### config.mk
export PLATFORM = sky130hd
export DESIGN_NAME = packet_loss_estimator_core_flat
export DESIGN_NICKNAME = d
export VERILOG_FILES = /design/src/rtl/ple_pkg.sv /design/src/rtl/ple_in_if.sv /design/src/rtl/ple_out_if.sv /design/src/rtl/packet_loss_estimator_core.sv /design/src/rtl/ple_divider.sv /design/src/flat_wrapper.sv
export SDC_FILE = /design/constraint.sdc
export NUM_CORES = 1
export LEC_CHECK = 0
export BUFFER_PORTS_ARGS = -buffer_cell sky130_fd_sc_hd__buf_2
export CAP_MARGIN = 10
export CORE_UTILIZATION = 60
export CTS_CLUSTER_DIAMETER = 100
export CTS_CLUSTER_SIZE = 25
export DETAILED_ROUTE_END_ITERATION = 7
export PLACE_DENSITY_LB_ADDON = 0.12
export SYNTH_ARGS = -nofsm -noshare
export SYNTH_HDL_FRONTEND = slang
export SYNTH_SLANG_ARGS = --single-unit
### constraint.sdc
create_clock -name clk_i -period 9.44 [get_ports clk_i]
set_input_delay 0.944 -clock clk_i [delete_from_list [all_inputs] [get_ports clk_i]]
set_output_delay 0.944 -clock clk_i [all_outputs]
set_load 0.005 [all_outputs]
### src/rtl/ple_pkg.sv
package ple_pkg;

  // Ratio scale and derived widths of the exact product lost * scale
  localparam int unsigned LOSS_SCALE = 65536;
  localparam int unsigned SCALE_W    = $clog2(LOSS_SCALE + 1);
  localparam int unsigned PROD_W     = 32 + SCALE_W;
  localparam int unsigned DIV_CNT_W  = $clog2(PROD_W + 1);

  // Wrap window of the millisecond clock and register reset value
  localparam logic [31:0] TIME_WINDOW    = 32'd86400000;
  localparam logic [31:0] INTERVAL_RESET = 32'd10000;

  // Sequencer states
  typedef enum logic [6:0] {
    S_IDLE  = 7'b0000001,
    S_CHECK = 7'b0000010,
    S_CMP   = 7'b0000100,
    S_DIV   = 7'b0001000,
    S_UPD1  = 7'b0010000,
    S_UPD2  = 7'b0100000,
    S_FIN   = 7'b1000000
  } state_e;

  // Divider status back to the sequencer
  typedef struct packed {
    logic busy;
    logic done;
  } div_status_t;

endpackage

### src/rtl/ple_in_if.sv
interface ple_in_if;
  logic        valid;
  logic        ready;
  logic [31:0] now_time;
  logic [15:0] sent_increment;
  logic [15:0] lost_increment;

  modport source (output valid, output now_time, output sent_increment,
                  output lost_increment, input ready);
  modport sink   (input valid, input now_time, input sent_increment,
                  input lost_increment, output ready);
endinterface

### src/rtl/ple_out_if.sv
interface ple_out_if;
  logic        valid;
  logic        ready;
  logic [31:0] loss_out;
  logic [31:0] spread_out;
  logic        window_closed;

  modport source (output valid, output loss_out, output spread_out,
                  output window_closed, input ready);
  modport sink   (input valid, input loss_out, input spread_out,
                  input window_closed, output ready);
endinterface

### src/rtl/packet_loss_estimator_core.sv
// Packet loss estimator.
// req carries one time update per request: now_time (ms), sent_increment
// and lost_increment. rsp returns exactly one result per request: the
// smoothed loss (loss_out, scaled by LOSS_SCALE), its mean deviation
// (spread_out) and window_closed, set when the request closed an interval.
// cfg_we_i / cfg_wdata_i write loss_interval; write it only while idle.
// One request is in work at a time; req.ready is high only when the
// sequencer is idle. A request that does not close an interval passes
// through the check and compare steps to the final step (the compare
// step is skipped when no epoch is held yet); one that closes it waits
// for the restoring divider, which resolves one quotient bit of the
// 49-bit product lost * scale per cycle, then takes two update steps.
// rsp is held in an output register: a new request is accepted while a
// result waits, and the sequencer holds in its final step until the
// receiver has taken the previous result.
// Reset clears the epoch, the counters, the estimate and the spread, sets
// loss_interval to 10000 and drops any pending result.
module packet_loss_estimator_core (
  input  logic         clk_i,
  input  logic         rst_ni,
  input  logic         cfg_we_i,
  input  logic [31:0]  cfg_wdata_i,
  ple_in_if.sink       req,
  ple_out_if.source    rsp
);
  import ple_pkg::*;

  state_e      state_q, state_d;
  logic [31:0] interval_q;
  logic [31:0] epoch_q, epoch_d;
  logic [31:0] sent_q, sent_d;
  logic [31:0] lost_q, lost_d;
  logic [31:0] est_q, est_d;
  logic [31:0] spread_q, spread_d;
  logic [31:0] now_q, now_d;
  logic [31:0] tdiff_q, tdiff_d;
  logic [31:0] ratio_q, ratio_d;
  logic [31:0] diff_q, diff_d;
  logic        up_q, up_d;
  logic        closed_q, closed_d;

  logic        out_valid_q, out_valid_d;
  logic [31:0] out_loss_q, out_loss_d;
  logic [31:0] out_spread_q, out_spread_d;
  logic        out_closed_q, out_closed_d;

  logic              div_start;
  logic [PROD_W-1:0] div_dividend;
  div_status_t       div_status;
  logic [31:0]       div_quotient;

  logic [32:0] sent_sum, lost_sum;
  logic [31:0] fwd_diff, back_diff;
  logic [32:0] spread_sum;
  logic        in_fire, out_free;

  assign in_fire  = req.valid && req.ready;
  assign out_free = !out_valid_q || rsp.ready;

  assign sent_sum     = {1'b0, sent_q} + 33'(req.sent_increment);
  assign lost_sum     = {1'b0, lost_q} + 33'(req.lost_increment);
  assign fwd_diff     = now_q - epoch_q;
  assign back_diff    = epoch_q - now_q;
  assign spread_sum   = {1'b0, spread_q} - {3'b000, spread_q[31:2]}
                      + {3'b000, diff_q[31:2]};
  assign div_dividend = PROD_W'(lost_q) * PROD_W'(LOSS_SCALE);

  ple_divider u_div (
    .clk_i      (clk_i),
    .rst_ni     (rst_ni),
    .start_i    (div_start),
    .dividend_i (div_dividend),
    .divisor_i  (sent_q),
    .status_o   (div_status),
    .quotient_o (div_quotient)
  );

  // Sequencer
  always_comb begin
    state_d      = state_q;
    epoch_d      = epoch_q;
    sent_d       = sent_q;
    lost_d       = lost_q;
    est_d        = est_q;
    spread_d     = spread_q;
    now_d        = now_q;
    tdiff_d      = tdiff_q;
    ratio_d      = ratio_q;
    diff_d       = diff_q;
    up_d         = up_q;
    closed_d     = closed_q;
    div_start    = 1'b0;
    out_valid_d  = out_valid_q && !rsp.ready;
    out_loss_d   = out_loss_q;
    out_spread_d = out_spread_q;
    out_closed_d = out_closed_q;
    case (state_q)
      S_IDLE: begin
        if (in_fire) begin
          // Accumulate with saturation and hold the time
          sent_d   = sent_sum[32] ? '1 : sent_sum[31:0];
          lost_d   = lost_sum[32] ? '1 : lost_sum[31:0];
          now_d    = req.now_time;
          closed_d = 1'b0;
          state_d  = S_CHECK;
        end
      end
      S_CHECK: begin
        if (epoch_q == '0) begin
          epoch_d = now_q;
          state_d = S_FIN;
        end else begin
          tdiff_d = (fwd_diff >= TIME_WINDOW) ? back_diff : fwd_diff;
          state_d = S_CMP;
        end
      end
      S_CMP: begin
        if (tdiff_q >= interval_q && sent_q != '0) begin
          div_start = 1'b1;
          state_d   = S_DIV;
        end else begin
          state_d = S_FIN;
        end
      end
      S_DIV: begin
        if (div_status.done) begin
          ratio_d = div_quotient;
          state_d = S_UPD1;
        end
      end
      S_UPD1: begin
        up_d    = ratio_q >= est_q;
        diff_d  = (ratio_q >= est_q) ? (ratio_q - est_q) : (est_q - ratio_q);
        state_d = S_UPD2;
      end
      S_UPD2: begin
        // Move estimate by an eighth; decay and refill the spread
        est_d    = up_q ? (est_q + {3'b000, diff_q[31:3]})
                        : (est_q - {3'b000, diff_q[31:3]});
        spread_d = spread_sum[32] ? '1 : spread_sum[31:0];
        epoch_d  = now_q;
        sent_d   = '0;
        lost_d   = '0;
        closed_d = 1'b1;
        state_d  = S_FIN;
      end
      S_FIN: begin
        if (out_free) begin
          out_valid_d  = 1'b1;
          out_loss_d   = est_q;
          out_spread_d = spread_q;
          out_closed_d = closed_q;
          state_d      = S_IDLE;
        end
      end
      default: state_d = S_IDLE;
    endcase
  end

  always_ff @(posedge clk_i or negedge rst_ni) begin
    if (!rst_ni) begin
      state_q     <= S_IDLE;
      interval_q  <= INTERVAL_RESET;
      epoch_q     <= '0;
      sent_q      <= '0;
      lost_q      <= '0;
      est_q       <= '0;
      spread_q    <= '0;
      out_valid_q <= 1'b0;
    end else begin
      state_q     <= state_d;
      epoch_q     <= epoch_d;
      sent_q      <= sent_d;
      lost_q      <= lost_d;
      est_q       <= est_d;
      spread_q    <= spread_d;
      out_valid_q <= out_valid_d;
      if (cfg_we_i) begin
        interval_q <= cfg_wdata_i;
      end
    end
  end

  always_ff @(posedge clk_i) begin
    now_q        <= now_d;
    tdiff_q      <= tdiff_d;
    ratio_q      <= ratio_d;
    diff_q       <= diff_d;
    up_q         <= up_d;
    closed_q     <= closed_d;
    out_loss_q   <= out_loss_d;
    out_spread_q <= out_spread_d;
    out_closed_q <= out_closed_d;
  end

  assign req.ready         = (state_q == S_IDLE);
  assign rsp.valid         = out_valid_q;
  assign rsp.loss_out      = out_loss_q;
  assign rsp.spread_out    = out_spread_q;
  assign rsp.window_closed = out_closed_q;

endmodule

### src/rtl/ple_divider.sv
module ple_divider (
  input  logic                         clk_i,
  input  logic                         rst_ni,
  input  logic                         start_i,
  input  logic [ple_pkg::PROD_W-1:0]   dividend_i,
  input  logic [31:0]                  divisor_i,
  output ple_pkg::div_status_t         status_o,
  output logic [31:0]                  quotient_o
);
  import ple_pkg::*;

  logic                 busy_q, busy_d;
  logic                 done_q, done_d;
  logic [DIV_CNT_W-1:0] cnt_q, cnt_d;
  logic [31:0]          rem_q, rem_d;
  logic [PROD_W-1:0]    work_q, work_d;
  logic [31:0]          divisor_q, divisor_d;
  logic [32:0]          trial;
  logic [33:0]          diff;
  logic                 qbit;

  // Shift in the next dividend bit and try one subtraction
  assign trial = {rem_q, work_q[PROD_W-1]};
  assign diff  = {1'b0, trial} - {2'b00, divisor_q};
  assign qbit  = ~diff[33];

  always_comb begin
    busy_d    = busy_q;
    done_d    = 1'b0;
    cnt_d     = cnt_q;
    rem_d     = rem_q;
    work_d    = work_q;
    divisor_d = divisor_q;
    if (start_i && !busy_q) begin
      busy_d    = 1'b1;
      cnt_d     = DIV_CNT_W'(PROD_W);
      rem_d     = '0;
      work_d    = dividend_i;
      divisor_d = divisor_i;
    end else if (busy_q) begin
      // Restoring step: quotient bits fill in from the right
      rem_d  = qbit ? diff[31:0] : trial[31:0];
      work_d = {work_q[PROD_W-2:0], qbit};
      cnt_d  = cnt_q - 1'b1;
      if (cnt_q == DIV_CNT_W'(1)) begin
        busy_d = 1'b0;
        done_d = 1'b1;
      end
    end
  end

  always_ff @(posedge clk_i or negedge rst_ni) begin
    if (!rst_ni) begin
      busy_q <= 1'b0;
      done_q <= 1'b0;
      cnt_q  <= '0;
    end else begin
      busy_q <= busy_d;
      done_q <= done_d;
      cnt_q  <= cnt_d;
    end
  end

  always_ff @(posedge clk_i) begin
    rem_q     <= rem_d;
    work_q    <= work_d;
    divisor_q <= divisor_d;
  end

  // Saturate quotients that do not fit in 32 bits
  assign quotient_o    = (|work_q[PROD_W-1:32]) ? '1 : work_q[31:0];
  assign status_o.busy = busy_q;
  assign status_o.done = done_q;

endmodule

### src/flat_wrapper.sv
// flat-port wrapper written by rule: the top's interface ports become plain ports
module packet_loss_estimator_core_flat import ple_pkg::*;
  (clk_i, rst_ni, cfg_we_i, cfg_wdata_i, req_valid, req_now_time, req_sent_increment, req_lost_increment, req_ready, rsp_valid, rsp_loss_out, rsp_spread_out, rsp_window_closed, rsp_ready);
  ple_in_if req_i ();
  ple_out_if rsp_i ();
  input  logic clk_i;
  input  logic rst_ni;
  input  logic cfg_we_i;
  input  logic [31:0] cfg_wdata_i;
  input wire logic [$bits(req_i.valid)-1:0] req_valid;
  input wire logic [$bits(req_i.now_time)-1:0] req_now_time;
  input wire logic [$bits(req_i.sent_increment)-1:0] req_sent_increment;
  input wire logic [$bits(req_i.lost_increment)-1:0] req_lost_increment;
  output wire logic [$bits(req_i.ready)-1:0] req_ready;
  output wire logic [$bits(rsp_i.valid)-1:0] rsp_valid;
  output wire logic [$bits(rsp_i.loss_out)-1:0] rsp_loss_out;
  output wire logic [$bits(rsp_i.spread_out)-1:0] rsp_spread_out;
  output wire logic [$bits(rsp_i.window_closed)-1:0] rsp_window_closed;
  input wire logic [$bits(rsp_i.ready)-1:0] rsp_ready;
  assign req_i.valid = req_valid;
  assign req_i.now_time = req_now_time;
  assign req_i.sent_increment = req_sent_increment;
  assign req_i.lost_increment = req_lost_increment;
  assign req_ready = req_i.ready;
  assign rsp_valid = rsp_i.valid;
  assign rsp_loss_out = rsp_i.loss_out;
  assign rsp_spread_out = rsp_i.spread_out;
  assign rsp_window_closed = rsp_i.window_closed;
  assign rsp_i.ready = rsp_ready;
  packet_loss_estimator_core u_core (.clk_i(clk_i), .rst_ni(rst_ni), .cfg_we_i(cfg_we_i), .cfg_wdata_i(cfg_wdata_i), .req(req_i), .rsp(rsp_i));
endmodule
# Word-level counts from Yosys, hierarchy flattened
# Index checks and enable logic that the tools add are counted.
# word_totals
out_inout_bits	67
register_bits	516
input_bits	101
# op_classes
muxes	35
n_eq_ne	12
bitwise	2
order_cmp	3
addsub	12
n_reduce_logical	21
# ops
cell	count
two-way mux 32 bit	10
case mux 32 bit (2 select lines)	3
subtractor 32 bit	4
two-way mux 48 bit	2
adder 32 x 16 -> 33 bit	2
>= comparator 32 bit	2
case mux 7 bit (7 select lines)	1
two-way mux 7 bit	5
subtractor 33 x 32 -> 34 bit	1
adder 33 x 30 -> 33 bit	1
subtractor 32 x 30 -> 33 bit	1
adder 32 x 29 -> 32 bit	1
>= comparator 32 x 27 -> 1 bit, second input constant	1
logical NOT 32 bit	1
nonzero test 32 bit	1
subtractor 32 x 29 -> 32 bit	1
OR reduction 17 bit	1
two-way mux 6 bit	2
AND reduction 2 bit	6
two-way mux 1 bit	11
== test 7 x 1 -> 1 bit, second input constant	1
== test 7 x 2 -> 1 bit, second input constant	1
== test 7 x 3 -> 1 bit, second input constant	1
== test 7 x 4 -> 1 bit, second input constant	1
14 further kinds	24

# Longest topological paths before layout
# Gate-level depths: netlist of run 1.
# logic_depth
ltp_word	6
mapped_depth	20
depth_no_buf	19

# Cells and area by module
# Synthesis of run 1 repeated with hierarchy kept, for this count alone.
# hier_totals
hier_cells	3623
hier_area_um2	34359.2
# modules_own_cells
module	area_each_um2	cells_per_inst	n_inst
packet_loss_estimator_core	27477.6	2976	1
ple_divider	6881.6	647	1

# Worst setup path after synthesis of run 1
# Ideal clock, no wire load.
# synth_path
path_type	register to register
from	register u_core.state_q[0]
to	register u_core.diff_q[10], enable pin
arrival_time_ns	4.484
setup_ns	0.508
t_required_ns	8.932
setup_slack_ns	4.448
stages_incl_launch_ff	5
cell_sequence	dfstp_2 -> clkbuf_1 -> or4_1 -> clkbuf_1 -> nor4b_1
# synth_via
elab_chain_len	1
# synth_rtl
element	line	source
start: declaration	packet_loss_estimator_core.sv:28	state_e state_q, state_d;
start signal: assignment	packet_loss_estimator_core.sv:171	state_q <= state_d;
== test 7 x 5 -> 1 bit	packet_loss_estimator_core.sv:97	case (state_q)
end signal: assignment	packet_loss_estimator_core.sv:188	diff_q <= diff_d;
end: declaration	packet_loss_estimator_core.sv:38	logic [31:0] diff_q, diff_d;
# No other way between the ends.
# A chain may end at the register's enable or synchronous reset.

# Worst setup path after layout of run 1
# layout_path
from	register u_core.diff_q[3]
to	register u_core.est_q[30]
# layout_via
elab_chain_len	2
elab_cells_between_ends	3
classes_between	add/sub (2); mux (1)
# layout_rtl
element	line	source
subtractor 32 x 29 -> 32 bit / adder 32 x 29 -> 32 bit (equally long branches)	packet_loss_estimator_core.sv:139, packet_loss_estimator_core.sv:138	
two-way mux 32 bit (*)	packet_loss_estimator_core.sv:138	est_d = up_q ? (est_q + {3'b000, diff_q[31:3]})
end signal: assignment	packet_loss_estimator_core.sv:175	est_q <= est_d;
end: declaration	packet_loss_estimator_core.sv:33	logic [31:0] est_q, est_d;
# Mark *: on every way between the ends. The rest lies on a longest branch, timed or not.

==> results.md, run 1 <==
| Metric | This run |
|---|---|
| Footprint of the flip-flops and latches | 0.0139 mm2 |
| Initial Util | 0.610 |
| Number of DRC violations after detailed-routing iteration 0 | 1,903 |
| Number of distinct library cells after synthesis | 85 |
| Setup slack on the worst flop-to-flop path | 4.52 ns |
| Detailed placement HPWL | 61.8 mm |
| Setup TNS | 0 ns |
| Depth of the worst register-to-register path | 17 |
| Pin count of the biggest net entering global routing | 107 |
| Detailed-route wire length per cell | 18.3 um |
| Min-delay worst type | input pin to asynchronous set/reset pin |
| YS warnings | 0 |
| Die Width | 239 um |
| Layout Area Growth over Synthesis | 6.95% |
| First-pass GRT wire length | 133 mm |
| Final cell count without fillers | 4,501 |
| Slowest library cell on the worst path | sky130_fd_sc_hd__nor3b_1 |
| Last weighted congestion value of the routability-driven placer | 0.949 |
| Clock tree from TritonCTS | yes |
| Worst-path cell chain | nor3_1 -> nor3b_1 -> a31oi_1 -> xnor2_1 -> ha_1 -> a21o_1 -> a21o_1 -> a21oi_1 -> o21ai_0 -> a211oi_1 -> a211oi_1 -> a2111oi_0 -> o21bai_1 -> or3_1 -> a31oi_1 -> xnor2_1 -> o21ai_0 |
| Result of the run | finished clean |
| Combinational family with the most area after synthesis | compound AO/OA/AOI/OAI gates |
| Slew headroom | 0.224 |
| Ant diodes | 0 |
| I/O pin total | 168 |
| Max-cap violation count | 0 |
| Pre-CTS WS | 4.56 ns |
| Flops & latches, synth | 514 |
| Arithmetic-cell share of the synthesized area counting full adders, half adders and majority gates | 0.128 |
| Worst Slack Setup Final | 4.52 ns |
| Fmax | 203 MHz |
| Max-slew violation total from the final report | 0 |
| Library cell used as clock root buffer | sky130_fd_sc_hd__clkbuf_16 |
| Async S/R FF share, synth | 0.405 |
| Crit path arrival time | 5.36 ns |
| Post-synthesis cell type with the largest combined area | sky130_fd_sc_hd__edfxtp_1 |
| Post-synthesis net count | 4,082 |
| Clock transition at the register clock pins on the worst setup and hold paths after CTS | 0.11 ns |
| Drt via density | 5.96 |
| Total global-route track usage | 0.287 |
| Total congestion overflow | 0 |
| Number of antenna violations at the first check in global routing | 0 |
| Min Tclk post-route | 4.92 ns |
| Actual slew at the worst max-slew pin | 1.13 ns |
| Static Leak | 16.0 nW |
| # rows | 86 |
| Fin crit share | 0.521 |
| Peak ir drop on the vdd network | 185 uV |
| Hold-fix buffer count after cts | 0 |
| Crit Reg-Reg Startpoint | u_core.diff_q[3]$_DFFE_PP_ |
| Critical path launch point type | flip-flop |
| Layout net count | 4,157 |
| Via count of the routed design | 26,842 |
| Die Y | 239 um |
| Critical register-to-register path endpoint | u_core.est_q[30]$_DFFE_PN0P_ |
| Multi-input logic area | 0.0180 mm2 |
| Xor-xnor portion of the synthesized cell area | 0.0518 |
| Die Footprint | 0.0573 mm2 |
| PostCTS Resize Cnt | 0 |
| Syn Area/Cell | 9.24 um2 |
| Final hold vios | 0 |
| Proportion of synthesized area in mux cells | 0.0154 |
| Power per unit of standard cell area | 213 mW/mm2 |
| First-pass iteration count of the detailed router | 8 |
| Final clock skew | 0.0262 ns |
| Seq/Total Area, Yosys | 0.412 |
| Combined area of all synthesized cells | 0.0338 mm2 |
| Share of layout cells above drive strength 1 | 0.0794 |
| Clock buffer depth | 3 |
| Maximum single-stage delay on the critical path | 0.75 ns |
| Top-area cell type share of the netlist area | 0.228 |
| Via count of the first global-routing pass | 25,958 |
| Endpoints failing setup | 0 |
| Number of enable flip-flop cells after synthesis | 257 |
| Endpoint type of the worst setup path | flip-flop |
| Category of the most critical setup path | flip-flop to flip-flop |
| Basic-gate share of the synthesized area counting and, or, nand and nor cells | 0.132 |
| Antenna-violating nets left | 0 |
| DRC violation count after routing | 0 |
| Placed cell count | 4,450 |
| Kind of cell with the highest combined delay on the critical path | compound AO/OA/AOI/OAI gates |
| Top cells by area, synth | sky130_fd_sc_hd__edfxtp_1 (23%), sky130_fd_sc_hd__dfrtp_1 (15%), sky130_fd_sc_hd__ha_1 (11%) |
| Core Area | 0.0554 mm2 |
| Clock sink total | 514 |
| Clock buffer count from CTS | 27 |
| Count of input and output buffers | 167 |
| Total of fill cells in the finished design | 4,562 |
| Post-Route WL | 82.4 mm |
| Synthesized netlist cell count | 3,657 |
| Critical path buffers and inverters | 0 |
| Level count of the clock H-tree | 1 |
| Top FF cell, synth | sky130_fd_sc_hd__edfxtp_1 |
| Crit Path Max Fanout | 6 |
| Number of post-CTS setup repair buffers | 0 |
| Setup repair after global routing missed its margin | false |
| Source-to-sink clock delay at the later pin of the worst-skew pair | 0.61 ns |
| Synthesized-area fraction occupied by ao, oa, aoi and oai cells | 0.202 |
| Data required time of the worst path | 9.88 ns |
[sequential cells by signal, indices dropped and copies added (netlist names), 6 cells and up]
register / cells
u_core.diff_q: 30
u_core.u_div.work_q: 49
u_core.state_q: 7
u_core.spread_q: 32
u_core.sent_q: 32
u_core.epoch_q: 32
u_core.u_div.divisor_q: 32
u_core.u_div.cnt_q: 6
u_core.tdiff_q: 32
u_core.interval_q: 32
u_core.ratio_q: 32
u_core.rsp.spread_out: 32
u_core.now_q: 32
u_core.lost_q: 32
u_core.rsp.loss_out: 32
u_core.est_q: 32
u_core.u_div.rem_q: 32
[worst reg2reg max path, cell delays in order, from the launching register on]
cell	delay, ns
sky130_fd_sc_hd__edfxtp_1	0.44
sky130_fd_sc_hd__nor3_1	0.31
sky130_fd_sc_hd__nor3b_1	0.75
sky130_fd_sc_hd__a31oi_1	0.21
sky130_fd_sc_hd__xnor2_1	0.17
sky130_fd_sc_hd__ha_1	0.38
sky130_fd_sc_hd__a21o_1	0.21
sky130_fd_sc_hd__a21o_1	0.17
sky130_fd_sc_hd__a21oi_1	0.19
sky130_fd_sc_hd__o21ai_0	0.14
sky130_fd_sc_hd__a211oi_1	0.28
sky130_fd_sc_hd__a211oi_1	0.17
sky130_fd_sc_hd__a2111oi_0	0.46
sky130_fd_sc_hd__o21bai_1	0.14
sky130_fd_sc_hd__or3_1	0.32
sky130_fd_sc_hd__a31oi_1	0.20
sky130_fd_sc_hd__xnor2_1	0.13
sky130_fd_sc_hd__o21ai_0	0.08
[cell families after synthesis]
| family | after synthesis |
|---|---|
| buf+inv | 528 |
| xor+xnor | 200 |
| compound gates | 1104 |
| fa+ha+maj | 324 |
| simple gates | 937 |
| mux | 50 |
| flops | 514 |
[power by group]
part | total, W | switching [W] | internal [W]
Clock | 0.00134 | 0.000769 | 0.000569
Combinational | 0.00315 | 0.00185 | 0.00131
Sequential | 0.00322 | 0.000363 | 0.00285
[Yosys cell counts, types with 32 or more instances]
cell,count
sky130_fd_sc_hd__edfxtp_1,257
sky130_fd_sc_hd__nor2b_1,40
sky130_fd_sc_hd__nor2_1,149
sky130_fd_sc_hd__nor3_1,60
sky130_fd_sc_hd__and3_1,36
sky130_fd_sc_hd__a21o_1,133
sky130_fd_sc_hd__xnor2_1,133
sky130_fd_sc_hd__nand2_1,383
sky130_fd_sc_hd__a31oi_1,54
sky130_fd_sc_hd__xor2_1,67
sky130_fd_sc_hd__mux2i_1,35
sky130_fd_sc_hd__clkbuf_1,132
sky130_fd_sc_hd__nand3_1,55
sky130_fd_sc_hd__ha_1,288
sky130_fd_sc_hd__nand2b_1,66
sky130_fd_sc_hd__dfrtp_1,202
sky130_fd_sc_hd__fa_1,36
sky130_fd_sc_hd__a211oi_1,35
sky130_fd_sc_hd__a21oi_1,275
sky130_fd_sc_hd__dfxtp_1,49
sky130_fd_sc_hd__nand4_1,32
sky130_fd_sc_hd__o21ai_0,357
sky130_fd_sc_hd__inv_1,379
sky130_fd_sc_hd__o21a_1,32
[per-layer routing]
layer	wire length, um	global-route usage
met1	36200	0.382
met2	40300	0.501
met3	3620	0.0207
met4	2330	0.0851
met5	0	0
[per-stage QoR]
stage	hold WS (ns)	total power (W)	util	area, um2
2_1_floorplan	0.400	0.00557	-	33800
3_3_place_gp	0.409	0.00622	0.637	35300
3_5_place_dp	0.424	0.00634	0.637	35300
4_1_cts	0.311	0.00770	0.652	36100
5_1_grt	0.341	0.00823	0.652	36200
6_report	0.300	0.00771	0.652	36200
[final cells by class]
cell class              instances  area share
multi-input cells            2615       0.497
flip-flops and latches        514       0.385
inverters                     381      0.0396
repair buffers                193      0.0293
well taps                     748      0.0259
clock buffers                  40      0.0204
clock inverters                10     0.00315
[worst max-delay path by stage]
stage,start,end,slack [ns],depth (start not counted)
after global routing,u_core.diff_q[4]$_DFFE_PP_,u_core.est_q[30]$_DFFE_PN0P_,4.15,17
after global placement,u_core.diff_q[3]$_DFFE_PP_,u_core.est_q[30]$_DFFE_PN0P_,4.71,17
after detailed placement,u_core.diff_q[3]$_DFFE_PP_,u_core.est_q[30]$_DFFE_PN0P_,4.56,17
after CTS,u_core.diff_q[3]$_DFFE_PP_,u_core.est_q[30]$_DFFE_PN0P_,4.56,17
after floorplan,u_core.state_q[0]$_DFFE_PN1P_,u_core.diff_q[10]$_DFFE_PP_,4.45,4
final,u_core.diff_q[3]$_DFFE_PP_,u_core.est_q[30]$_DFFE_PN0P_,4.52,17
[placed cells by master, fill, tap and decap left out, types with 11 or more instances in the layout]
master,count
sky130_fd_sc_hd__a211oi_1,35
sky130_fd_sc_hd__a21o_1,133
sky130_fd_sc_hd__a21oi_1,274
sky130_fd_sc_hd__a31oi_1,54
sky130_fd_sc_hd__and2_1,30
sky130_fd_sc_hd__and3_1,36
sky130_fd_sc_hd__and4_1,11
sky130_fd_sc_hd__buf_2,166
sky130_fd_sc_hd__buf_4,25
sky130_fd_sc_hd__clkbuf_1,11
sky130_fd_sc_hd__clkbuf_16,27
sky130_fd_sc_hd__dfrtp_1,201
sky130_fd_sc_hd__dfxtp_1,49
sky130_fd_sc_hd__edfxtp_1,257
sky130_fd_sc_hd__fa_1,36
sky130_fd_sc_hd__ha_1,288
sky130_fd_sc_hd__inv_1,378
sky130_fd_sc_hd__mux2_2,15
sky130_fd_sc_hd__mux2i_1,35
sky130_fd_sc_hd__nand2_1,383
sky130_fd_sc_hd__nand2b_1,66
sky130_fd_sc_hd__nand3_1,54
sky130_fd_sc_hd__nand4_1,32
sky130_fd_sc_hd__nor2_1,148
sky130_fd_sc_hd__nor2b_1,39
sky130_fd_sc_hd__nor3_1,59
sky130_fd_sc_hd__nor4_1,25
sky130_fd_sc_hd__o211ai_1,30
sky130_fd_sc_hd__o21a_1,32
sky130_fd_sc_hd__o21ai_0,355
sky130_fd_sc_hd__o21bai_1,28
sky130_fd_sc_hd__o31ai_1,21
sky130_fd_sc_hd__or3_1,11
sky130_fd_sc_hd__xnor2_1,132
sky130_fd_sc_hd__xor2_1,67
Power figures use the tool's default switching activity.
==> inputs of run 2 (changes only) <==
Clock period 9.44 ns to 5 ns, I/O delays scaled along.
==> run 2 against run 1 <==
Against the previous run: register-to-register slack lost 4.1 ns; sequential power grew 88%; critical path depth shrank 1; clock-buffer cell count is the same; clock skew grew 0.0052 ns; design area grew 0.27%; final cell count grew 0.33%; combinational power grew 87%; sequential share of layout area shrank 0.10 points; clock power grew 84%; setup slack lost 4.1 ns; highest routed layer unchanged.
==> results.md, run 2 (synthesis gave the netlist of run 1 again) <==
| Metric | This run | Delta |
|---|---|---|
| Die Width | 239 um | unchanged |
| Worst Slack Setup Final | 0.392 ns | was 4.52 ns |
| Number of antenna violations at the first check in global routing | 1 | was 0 |
| Antenna-violating nets left | 0 | unchanged |
| Crit Path Max Fanout | 3 | was 6 |
| Fin crit share | 0.922 | was 0.521 |
| Count of input and output buffers | 167 | unchanged |
| Depth of the worst register-to-register path | 16 | was 17 |
| Final cell count without fillers | 4,516 | was 4,501 |
| Final hold vios | 0 | unchanged |
| Slew headroom | 0.140 | was 0.224 |
| Static Leak | 16.1 nW | was 16.0 nW |
| Relative contribution of sequential cells to total power | 0.420 | was 0.417 |
| Most used cell along the critical path | sky130_fd_sc_hd__o21ai_0 |  |
| Data required time of the worst path | 5.48 ns | was 9.88 ns |
| Crit Reg-Reg Startpoint | u_core.diff_q[3]$_DFFE_PP_ | unchanged |
| Critical path buffers and inverters | 2 | was 0 |
| Detailed-route wire length per cell | 18.2 um | was 18.3 um |
| Library cell used as clock root buffer | sky130_fd_sc_hd__clkbuf_16 | unchanged |
| # rows | 86 | unchanged |
| Critical register-to-register path endpoint | u_core.spread_q[29]$_DFFE_PN0P_ | was u_core.est_q[30]$_DFFE_PN0P_ |
| Endpoint type of the worst setup path | flip-flop | unchanged |
| Clock transition at the register clock pins on the worst setup and hold paths after CTS | 0.10 ns | was 0.11 ns |
| I/O pin total | 168 | unchanged |
| Min-delay worst type | input pin to flip-flop | was input pin to asynchronous set/reset pin |
| Net Sw Frac | 0.385 | was 0.386 |
| Setup repair after global routing missed its margin | false | unchanged |
| Die Footprint | 0.0573 mm2 | unchanged |
| Total global-route track usage | 0.287 | about the same |
| Number of DRC violations after detailed-routing iteration 0 | 2,049 | was 1,903 |
| Crit path arrival time | 5.09 ns | was 5.36 ns |
| Clock buffer count from CTS | 26 | was 27 |
| Slowest library cell on the worst path | sky130_fd_sc_hd__a2111oi_0 | was sky130_fd_sc_hd__nor3b_1 |
| Critical path launch point type | flip-flop | unchanged |
| Last weighted congestion value of the routability-driven placer | 0.942 | was 0.949 |
| Level count of the clock H-tree | 1 | unchanged |
| Proportion of power drawn by the clock network | 0.171 | was 0.174 |
| Top library cells by usage in the layout, fill and taps aside | sky130_fd_sc_hd__nand2_1 (383), sky130_fd_sc_hd__inv_1 (378), sky130_fd_sc_hd__o21ai_0 (355) | unchanged |
| Register with the most flip-flops | u_core.u_div.work_q | unchanged |
| Total congestion overflow | 0 | unchanged |
| Drt via density | 5.97 | was 5.96 |
| Layout net count | 4,172 | was 4,157 |
| Hold Path Cell Cnt | 1 |  |
| Worst-path cell chain | inv_1 -> fa_1 -> inv_1 -> ha_1 -> a211oi_1 -> nor2_1 -> o31ai_1 -> a2111oi_0 -> o21ai_0 -> nand4_1 -> and3_1 -> a31oi_1 -> nor2b_1 -> xnor2_1 -> o21ai_0 -> o21ai_0 | was nor3_1 -> nor3b_1 -> a31oi_1 -> xnor2_1 -> ha_1 -> a21o_1 -> a21o_1 -> a21oi_1 -> o21ai_0 -> a211oi_1 -> a211oi_1 -> a2111oi_0 -> o21bai_1 -> or3_1 -> a31oi_1 -> xnor2_1 -> o21ai_0 |
| Most common cell after layout, fill and taps aside | sky130_fd_sc_hd__nand2_1 | unchanged |
| Core Area | 0.0554 mm2 | unchanged |
| Share of layout cells above drive strength 1 | 0.0823 | was 0.0794 |
| Peak ir drop on the vdd network | 321 uV | was 185 uV |
| Min Tclk post-route | 4.61 ns | was 4.92 ns |
| Setup TNS | 0 ns | unchanged |
| Final clock skew | 0.0314 ns | was 0.0262 ns |
| Flip-flop count of the largest register after layout | 49 | unchanged |
| Clock sink total | 514 | unchanged |
| DRC violation count after routing | 0 | unchanged |
| Category of the most critical setup path | flip-flop to flip-flop | unchanged |
| Via count of the first global-routing pass | 25,898 | was 25,958 |
| Pre-CTS WS | 0.373 ns | was 4.56 ns |
| Source-to-sink clock delay at the later pin of the worst-skew pair | 0.61 ns | about the same |
| Via count of the routed design | 26,947 | was 26,842 |
| Endpoint of the worst hold-timing path | u_core.now_q[12]$_DFFE_PP_ |  |
| Detailed placement HPWL | 62.2 mm | was 61.8 mm |
| Max-slew violation total from the final report | 0 | unchanged |
| Internal power of the cells | 0.00887 W | was 0.00473 W |
| Layout Area Growth over Synthesis | 7.24% | was 6.95% |
| Initial Util | 0.610 | unchanged |
| Pin count of the biggest net entering global routing | 93 | was 107 |
| Maximum single-stage delay on the critical path | 1.08 ns | was 0.75 ns |
| Actual slew at the worst max-slew pin | 1.26 ns | was 1.13 ns |
| Clock buffer depth | 3 | unchanged |
| Result of the run | finished clean | unchanged |
| First-pass GRT wire length | 133 mm | about the same |
| Fmax | 217 MHz | was 203 MHz |
| First-pass iteration count of the detailed router | 6 | was 8 |
| Number of post-CTS setup repair buffers | 0 | unchanged |
| Post-Route WL | 82.0 mm | was 82.4 mm |
| Kind of cell with the highest combined delay on the critical path | compound AO/OA/AOI/OAI gates | unchanged |
| Hold wc startpoint | req_now_time[12] |  |
| Setup slack on the worst flop-to-flop path | 0.39 ns | was 4.52 ns |
| Net Switching | 0.00556 W | was 0.00298 W |
| Max-cap violation count | 0 | unchanged |
| Clock tree from TritonCTS | yes | unchanged |
| Comb pwr share | 0.409 | about the same |
| Die Y | 239 um | unchanged |
| Placed cell count | 4,465 | was 4,450 |
| Total design power | 0.0144 W | was 0.00771 W |
| Power per unit of standard cell area | 398 mW/mm2 | was 213 mW/mm2 |
| Endpoints failing setup | 0 | unchanged |
[run 2: layout make-up]
type	instances	area, um2
multi-input cells	2615	18000
clock buffers	40	713
flip-flops and latches	514	13900
clock inverters	8	87.6
well taps	748	936
inverters	381	1430
fillers	4592	19200
diodes	1	2.50
repair buffers	209	1210
[run 2: worst max path at each step]
stage,start,endpoint,slack (ns),depth (start not counted)
CTS,u_core.diff_q[11]$_DFFE_PP_,u_core.est_q[30]$_DFFE_PN0P_,0.35,19
detailed placement,u_core.diff_q[10]$_DFFE_PP_,u_core.est_q[30]$_DFFE_PN0P_,0.37,19
floorplan,u_core.state_q[0]$_DFFE_PN1P_,u_core.diff_q[10]$_DFFE_PP_,0.008,4
global placement,u_core.diff_q[10]$_DFFE_PP_,u_core.est_q[30]$_DFFE_PN0P_,0.42,19
finish,u_core.diff_q[3]$_DFFE_PP_,u_core.spread_q[29]$_DFFE_PN0P_,0.39,16
global route,u_core.diff_q[11]$_DFFE_PP_,u_core.est_q[30]$_DFFE_PN0P_,0.08,19
[run 2: through the flow]
| step | hold WS, ns | utilization | area (um2) |
|---|---|---|---|
| after floorplan | 0.204 | - | 33800 |
| after global placement | 0.454 | 0.639 | 35400 |
| after detailed placement | 0.466 | 0.639 | 35400 |
| after CTS | 0.0239 | 0.654 | 36200 |
| after global routing | 0.0222 | 0.654 | 36300 |
| final | 0.0550 | 0.654 | 36300 |
[run 2: power by group through the flow]
stage          registers, W  clock network (W)  logic [W]
2_1_floorplan       0.00586                  0    0.00464
3_5_place_dp        0.00614                  0    0.00578
5_1_grt             0.00617            0.00264    0.00660
4_1_cts             0.00606            0.00253    0.00582
3_3_place_gp        0.00611                  0    0.00560
6_report            0.00606            0.00247    0.00590
[run 2: timing repair]
action | CTS | global route
setup endpoints to repair | 0 | 1
resized for setup | 0 | 2
endpoints found under the hold margin | 77 | 0
hold buffers | 1 | 0
[run 2: routing by layer]
| metal | wire (um) | vias to the layer above | share of wire | global-route usage |
|---|---|---|---|---|
| li1 | - | 13086 | - | - |
| met1 | 36700 | 12968 | 0.45 | 0.392 |
| met2 | 39000 | 752 | 0.48 | 0.484 |
| met3 | 3880 | 141 | 0.047 | 0.0282 |
| met4 | 2420 | 0 | 0.029 | 0.0829 |
| met5 | 0 | - | 0 | 0 |
